$ cat config.mk
export PLATFORM = sky130hd
export DESIGN_NAME = alq_ram
export DESIGN_NICKNAME = d
export VERILOG_FILES = /design/src/alq_ram.sv
export SDC_FILE = /design/constraint.sdc
export NUM_CORES = 1
export LEC_CHECK = 0
export BUFFER_PORTS_ARGS = -buffer_cell sky130_fd_sc_hd__buf_2
export CAP_MARGIN = 20
export CORE_ASPECT_RATIO = 0.5
export CORE_MARGIN = 2
export CORE_UTILIZATION = 59
export CTS_CLUSTER_DIAMETER = 50
export DETAILED_ROUTE_END_ITERATION = 8
export GPL_TIMING_DRIVEN = 0
export PLACE_DENSITY = 0.77
export SYNTH_ARGS = -nofsm -noshare
export SYNTH_HDL_FRONTEND = slang
export SYNTH_SLANG_ARGS = --single-unit
export TNS_END_PERCENT = 50
$ cat constraint.sdc
create_clock -name clk -period 3 [get_ports clk]
set_input_delay 0.9 -clock clk [delete_from_list [all_inputs] [get_ports clk]]
set_output_delay 0.9 -clock clk [all_outputs]
set_load 0.05 [all_outputs]
$ cat src/alq_ram.sv
// Generic single-write, single-read RAM with registered read data.
module alq_ram #(
    parameter int WIDTH = 8,
    parameter int DEPTH = 16
) (
    input  logic                     clk,
    input  logic                     we,
    input  logic [$clog2(DEPTH)-1:0] waddr,
    input  logic [WIDTH-1:0]         wdata,
    input  logic [$clog2(DEPTH)-1:0] raddr,
    output logic [WIDTH-1:0]         rdata
);

    logic [WIDTH-1:0] mem [DEPTH];

    always_ff @(posedge clk)
    begin
        if (we)
        begin
            mem[waddr] <= wdata;
        end
        rdata <= mem[raddr];
    end

endmodule

==> results by group, run 1 <==
Synthesis
  – Post-synthesis mux area share: 0.1502
  – Post-synthesis cell type count: 19
  – Syn_area_per_cell: between 20 and 25 um^2
  – XOR/XNOR share of the synthesized area: 0
  – Synthesis-stage register bit count: 136
  – Largest family of logic cells by synthesized area: multiplexers
  – Compound-cell area share of the yosys netlist: 0.02333
  – Post-Synth Adder-Cell Area: 0
  – Syn nets: 247
  – Mapped Area: 5147 um^2
  – Syn Inst Count: between 200 and 250
  – Sequential share of the synthesized area: 0.7778
  – Simple-gate share of the synthesized area: 0.03184
  – Ys Warns: 0

Floorplan
  – Initial Util: 0.5994
  – I/O pin count: 26
  – Core area: between 8000 and 9000 um^2
  – Die height: 70.05 um
  – # rows: 24
  – Die area: between 9000 and 10,000 um^2
  – Die width: between 100 and 150 um

Setup path
  – R2r setup slk: about 1.4 ns
  – Critical path endpoint category: register
  – CP arrival: 2.31 ns
  – Critical path fanouts, max: 5
  – Worst EP required: ~3.1 ns
  – Startpoint types: input pin
  – Critical path class: in2reg

Drt
  – DR vias: ~2,600
  – Post-Route WL: 10,860 um
  – Violation count after the first detailed-route iteration: ~280
  – First-pass DRT Iterations: 4
  – Met2 WL post-DR: roughly 5300 um
  – Met3 WL: a little over 1000 um
  – Drc violations: 0
  – M1 WL: slightly above 4000 um
  – Top Metal Used: met4
  – Antenna Nets Post-Route: 0
  – Mean number of vias per cell: 6.315
  – Routed len/inst: 26.75 um

Power and ir drop
  – Clock power share: 0.497
  – Maximum VDD drop: slightly above 500 uV
  – Sequential Power Share: 0.451
  – Total Power: about 4700 uW
  – Switching Power: 925.5 uW
  – Switch share: 0.1951
  – Power per Cell Area: ~780 nW/um^2
  – LEAKAGE: between 0.002 and 0.0025 uW
  – Internal Power: between 3000 and 4000 uW
  – Combinational power share: 0.053

Hold path
  – Hold Crit Class: reg2reg

STA
  – Slew Limit Fails: 0
  – Final worst path period share: 0.7288
  – Clock skew: 0.005017 ns
  – RSZ-0062 raised after global routing: false
  – TNS Setup: 0 ns
  – Worst slew pin tran: 0.9428 ns
  – Final hold violation count: 0
  – Worst hold slack: about 0.70 ns
  – Slew HR: 0.3666
  – Final setup violation count: 0
  – Tmin final: about 2.2 ns
  – Fmax: 457.4 MHz

Clock network
  – Hold bufs inserted after CTS: 0
  – TritonCTS Buffers: 17
  – Clock slew at reported path FFs: 0.05 ns
  – Number of post-CTS setup repair buffers: 0
  – CTS tree: yes
  – Max clock buf depth: 2
  – Clk sinks: between 100 and 150
  – Later-pin clock latency in the skew report: approximately 0.42 ns
  – CTS-repair resized insts: 0
  – H-tree Lvls: 4
  – CTS root buffer: clkbuf_16

Final layout
  – Leading cell type in the layout, fill and taps excluded: edfxtp_1
  – Share of cells above drive strength 1: 0.3010
  – Finished Layout Cells: 406
  – Diode count: 0
  – Area of the multi-input gates: ~1100 um^2
  – FF+latch area: about 4000 um^2
  – Final Net Count: 294
  – Most frequent cells in the layout: edfxtp_1 (128), buf_2 (27), mux4_2 (18)
  – Final Instance Area: between 6000 and 7000 um^2
  – Fill cells: about 500
  – Area grow syn2layout: 18.89%

Global route
  – GR Overflow Total: 0
  – Pin count of the biggest net entering global routing: 17
  – Global-route wire length before repair: about 16,000 um
  – Vias in the first global route: 2,689
  – Total GRT Usage: 0.2511
  – Initial antenna violation count: 0

Place
  – Placed insts: around 370
  – Placed Area: ~5400 um^2
  – RD Place Congestion: ~0.8
  – HPWL Detailed: 6445 um
  – Port Buffer Count: 24

Run
  – MaxCap Viol Count: 0

Status
  – Status: complete, no violations
==> Yosys cell counts <==
cell             count  area (um^2)
mux4_2              18        405.4
nand3_1              1        5.000
and2_1               1        6.260
dfxtp_1              8        160.2
and2b_1              1        7.510
nor2b_1              1        6.260
nor2_1              13        48.80
buf_2                3        15.01
buf_6                3        33.78
nand2_1              9        33.78
mux4_1              14        367.9
nor3_1               4        20.02
a22oi_1             16        120.1
buf_4                1        7.510
or3b_2               1        8.760
nand2b_1             2        12.51
clkdlybuf4s25_2      3        30.03
edfxtp_1           128         3844
nand3b_1             2        15.01
==> path summary, 6_finish.rpt <==
check / start / depth (start not counted) / endpoint
hold / removal: mem[7][0] / 3 / rdata[0]
hold reg to reg: mem[7][0] / 3 / rdata[0]
setup reg to reg: mem[9][2] / 3 / rdata[2]
setup / recovery: waddr[2] / 4 / mem[0][6]
==> stage by stage <==
stage / utilization / setup WS [ns]
global route: 0.7126 / 0.7336
CTS: 0.7117 / 0.7727
finish: 0.7126 / 0.8136
global placement: 0.6304 / 0.1327
detailed placement: 0.6330 / 0.3663
floorplan: - / 0.6071
==> layer usage <==
metal / vias up / global-route usage
li1: 1074 / -
met1: 1323 / 0.3154
met2: 138 / 0.3892
met3: 29 / 0.08351
met4: 0 / 0.1435
met5: - / 0
==> cell families after synthesis <==
family | after synthesis
multiplexers | 32
flip-flops | 136
AO/OA/AOI/OAI | 16
buffers and inverters | 10
AND/OR/NAND/NOR | 35
==> critical path: stages <==
cell and delay (ns):
buf_2 0.12, or3b_2 0.52, nor3_1 0.50, buf_4 0.27
==> power by group through the flow <==
stage | registers, uW | logic, uW | clock network [uW]
finish | 2140 | 249 | 2360
global route | 2140 | 262 | 2430
CTS | 2140 | 248 | 2370
detailed placement | 2170 | 245 | 0
global placement | 2170 | 237 | 0
floorplan | 2220 | 108 | 0
==> flip-flops by register name (all words and copies together), names as in the netlist <==
register / count
rdata: 8
mem: 128
==> cell type report <==
cell class                      count  area share
Sequential cell                   136      0.6543
Multi-Input combinational cell     83      0.1728
Clock buffer                       25     0.08424
Clock inverter                      7     0.02617
Timing Repair Buffer               28     0.02453
Tap cell                          117     0.02392
Buffer                             10     0.01411
Note: power is estimated with default switching activity, not from simulation.
==> inputs of run 2 (changes only) <==
--- a/config.mk
+++ b/config.mk
@@ -9,11 +9,11 @@
 export CAP_MARGIN = 20
 export CORE_ASPECT_RATIO = 0.5
 export CORE_MARGIN = 2
-export CORE_UTILIZATION = 59
+export CORE_UTILIZATION = 54
 export CTS_CLUSTER_DIAMETER = 50
 export DETAILED_ROUTE_END_ITERATION = 8
 export GPL_TIMING_DRIVEN = 0
-export PLACE_DENSITY = 0.77
+export PLACE_DENSITY = 0.74
 export SYNTH_ARGS = -nofsm -noshare
 export SYNTH_HDL_FRONTEND = slang
 export SYNTH_SLANG_ARGS = --single-unit
==> constraint.sdc (replaced) <==
create_clock -name clk -period 2 [get_ports clk]
set_input_delay 0.6 -clock clk [delete_from_list [all_inputs] [get_ports clk]]
set_output_delay 0.6 -clock clk [all_outputs]
set_load 0.05 [all_outputs]
==> results by group, run 2 (synthesis results as in run 1) <==
Clock network
  – Later-pin clock latency in the skew report: 0.41 ns (about the same)
  – Hold bufs inserted after CTS: 0 (unchanged)
  – TritonCTS Buffers: 17 (unchanged)
  – Clock slew at reported path FFs: 0.05 ns (about the same)
  – Clk sinks: 136 (unchanged)
  – CTS tree: yes
  – CTS-repair resized insts: 0 (unchanged)
  – Max clock buf depth: 2 (unchanged)
  – CTS root buffer: clkbuf_16
  – H-tree Lvls: 4 (unchanged)
  – Number of post-CTS setup repair buffers: 0 (unchanged)

STA
  – Final setup violation count: 0 (unchanged)
  – Final hold violation count: 0 (unchanged)
  – Final worst path period share: 0.9184
  – Slew HR: 0.4471 (+0.08042)
  – Clock skew: 0.005558 ns (+0.0005412 ns)
  – RSZ-0062 raised after global routing: false
  – Tmin final: 1.837 ns
  – Worst slew pin tran: 0.8264 ns (-0.1164 ns)
  – Fmax: ~540 MHz
  – Slew Limit Fails: 0 (unchanged)

Setup path
  – Critical path endpoint category: register
  – Worst-path cell chain: buf_2 > or3b_2 > nor2_1
  – Critical path class: in2reg
  – Max incr delay on CP: 0.63 ns (+0.11 ns)
  – Worst EP required: 2.04 ns (-1.09 ns)
  – CP arrival: 1.87 ns (-0.44 ns)
  – CP max-delay cell: nor2_1
  – Startpoint types: input pin
  – Reg2Reg Depth: 3 (unchanged)
  – Critical path fanouts, max: 8 (+3)

Hold path
  – Hold Crit Class: in2reg
  – Hold path cells: 1 (-2)

Final layout
  – Largest register by flop count: mem
  – Fill cells: 571 (+17%)
  – Final Net Count: 293 (-0.34%)
  – Leading cell type in the layout, fill and taps excluded: edfxtp_1
  – Final Instance Area: 6012 um^2 (-1.8%)
  – Max reg flops: 128 (unchanged)
  – Largest registers: mem: 128 flops, rdata: 8 flops
  – FF+latch area: 4004 um^2 (unchanged)
  – Area of the multi-input gates: 1062 um^2 (+0.47%)
  – Most frequent cells in the layout: edfxtp_1 (128), buf_2 (29), mux4_2 (18)
  – Finished Layout Cells: 409 (+0.74%)
  – Area grow syn2layout: 16.80%
  – Diode count: 0 (unchanged)
  – Share of cells above drive strength 1: 0.2882 (-0.01284)

Floorplan
  – Die area: 10,380 um^2 (+8.8%)
  – Core area: 9353 um^2 (+8.9%)
  – Initial Util: 0.5504 (-0.04899)
  – # rows: 25 (+4.2%)
  – I/O pin count: 26 (unchanged)
  – Die height: 73.04 um (+4.3%)
  – Die width: 142.1 um (+4.4%)

Run
  – MaxCap Viol Count: 0 (unchanged)

Place
  – HPWL Detailed: 6279 um (-2.6%)
  – Placed Area: 5441 um^2 (about the same)
  – Placed insts: 377 (+1.1%)
  – RD Place Congestion: 0.8641 (+5.3%)
  – Port Buffer Count: 24 (unchanged)

Drt
  – Routed len/inst: 24.03 um (-10%)
  – Post-Route WL: 9829 um (-9.5%)
  – First-pass DRT Iterations: 4 (unchanged)
  – Violation count after the first detailed-route iteration: 269 (-2.5%)
  – Drc violations: 0 (unchanged)
  – DR vias: 2,468 (-3.7%)
  – Mean number of vias per cell: 6.034 (-4.5%)
  – Antenna Nets Post-Route: 0 (unchanged)

Power and ir drop
  – Clock power share: 0.458 (-0.039)
  – Switching Power: 1344 uW (+45%)
  – Combinational power share: 0.056 (+0.003)
  – Total Power: 6596 uW (+39%)
  – LEAKAGE: 0.002036 uW (-2.7%)
  – Sequential Power Share: 0.486 (+0.035)
  – Maximum VDD drop: 716.1 uV (+40%)
  – Power per Cell Area: 1097 nW/um^2 (+42%)
  – Internal Power: 5253 uW (+38%)
  – Switch share: 0.2037 (+0.008555)

Global route
  – Initial antenna violation count: 0 (unchanged)
  – GR Overflow Total: 0 (unchanged)
  – Pin count of the biggest net entering global routing: 17 (unchanged)
  – Global-route wire length before repair: 14,590 um (-9.5%)
  – Vias in the first global route: 2,511 (-6.6%)
  – Total GRT Usage: 0.2105 (-0.04058)

Status
  – Status: complete, no violations
run 2: metal layers:
| metal | track usage | part of all wire |
|---|---|---|
| met5 | 0 | 0 |
| met3 | 0.09055 | 0.090 |
| met1 | 0.2697 | 0.42 |
| met2 | 0.3215 | 0.48 |
| met4 | 0.09111 | 0.014 |
run 2: worst paths after layout:
check	startpoint	end	slack, ns
setup / recovery	waddr[2]	mem[3][7]	0.16
hold / removal	wdata[5]	mem[6][5]	0.59
setup reg to reg	mem[9][3]	rdata[3]	0.41
hold reg to reg	mem[14][2]	rdata[2]	0.67
run 2: power groups by stage:
stage / sequential [uW] / combinational [uW] / clock, uW
after floorplan: 3330 / 162 / 0
after global placement: 3260 / 357 / 0
after detailed placement: 3260 / 368 / 0
after CTS: 3210 / 370 / 3050
after global routing: 3210 / 392 / 3170
final: 3200 / 370 / 3020
run 2: final cells by class:
cell class | instances | area share
multi-input cells | 83 | 0.1767
clock buffers | 21 | 0.07326
repair buffers | 27 | 0.02289
well taps | 121 | 0.02518
plain buffers | 10 | 0.01436
flip-flops and latches | 136 | 0.6660
clock inverters | 11 | 0.02164
run 2: critical path: cells and delay by family:
kind | cells | cell delay [ns]
AND/OR/NAND/NOR | 2 | 1.15
buffers and inverters | 1 | 0.12
run 2: through the flow:
step	setup TNS, ns	setup WS, ns	utilization	hold WS [ns]
floorplan	0	0.1339	-	0.6293
global placement	-13.43	-0.3102	0.5799	0.6617
detailed placement	-10.01	-0.2916	0.5818	0.6777
CTS	0	0.1335	0.6428	0.5750
global route	0	0.1230	0.6428	0.5849
finish	0	0.1632	0.6428	0.5946
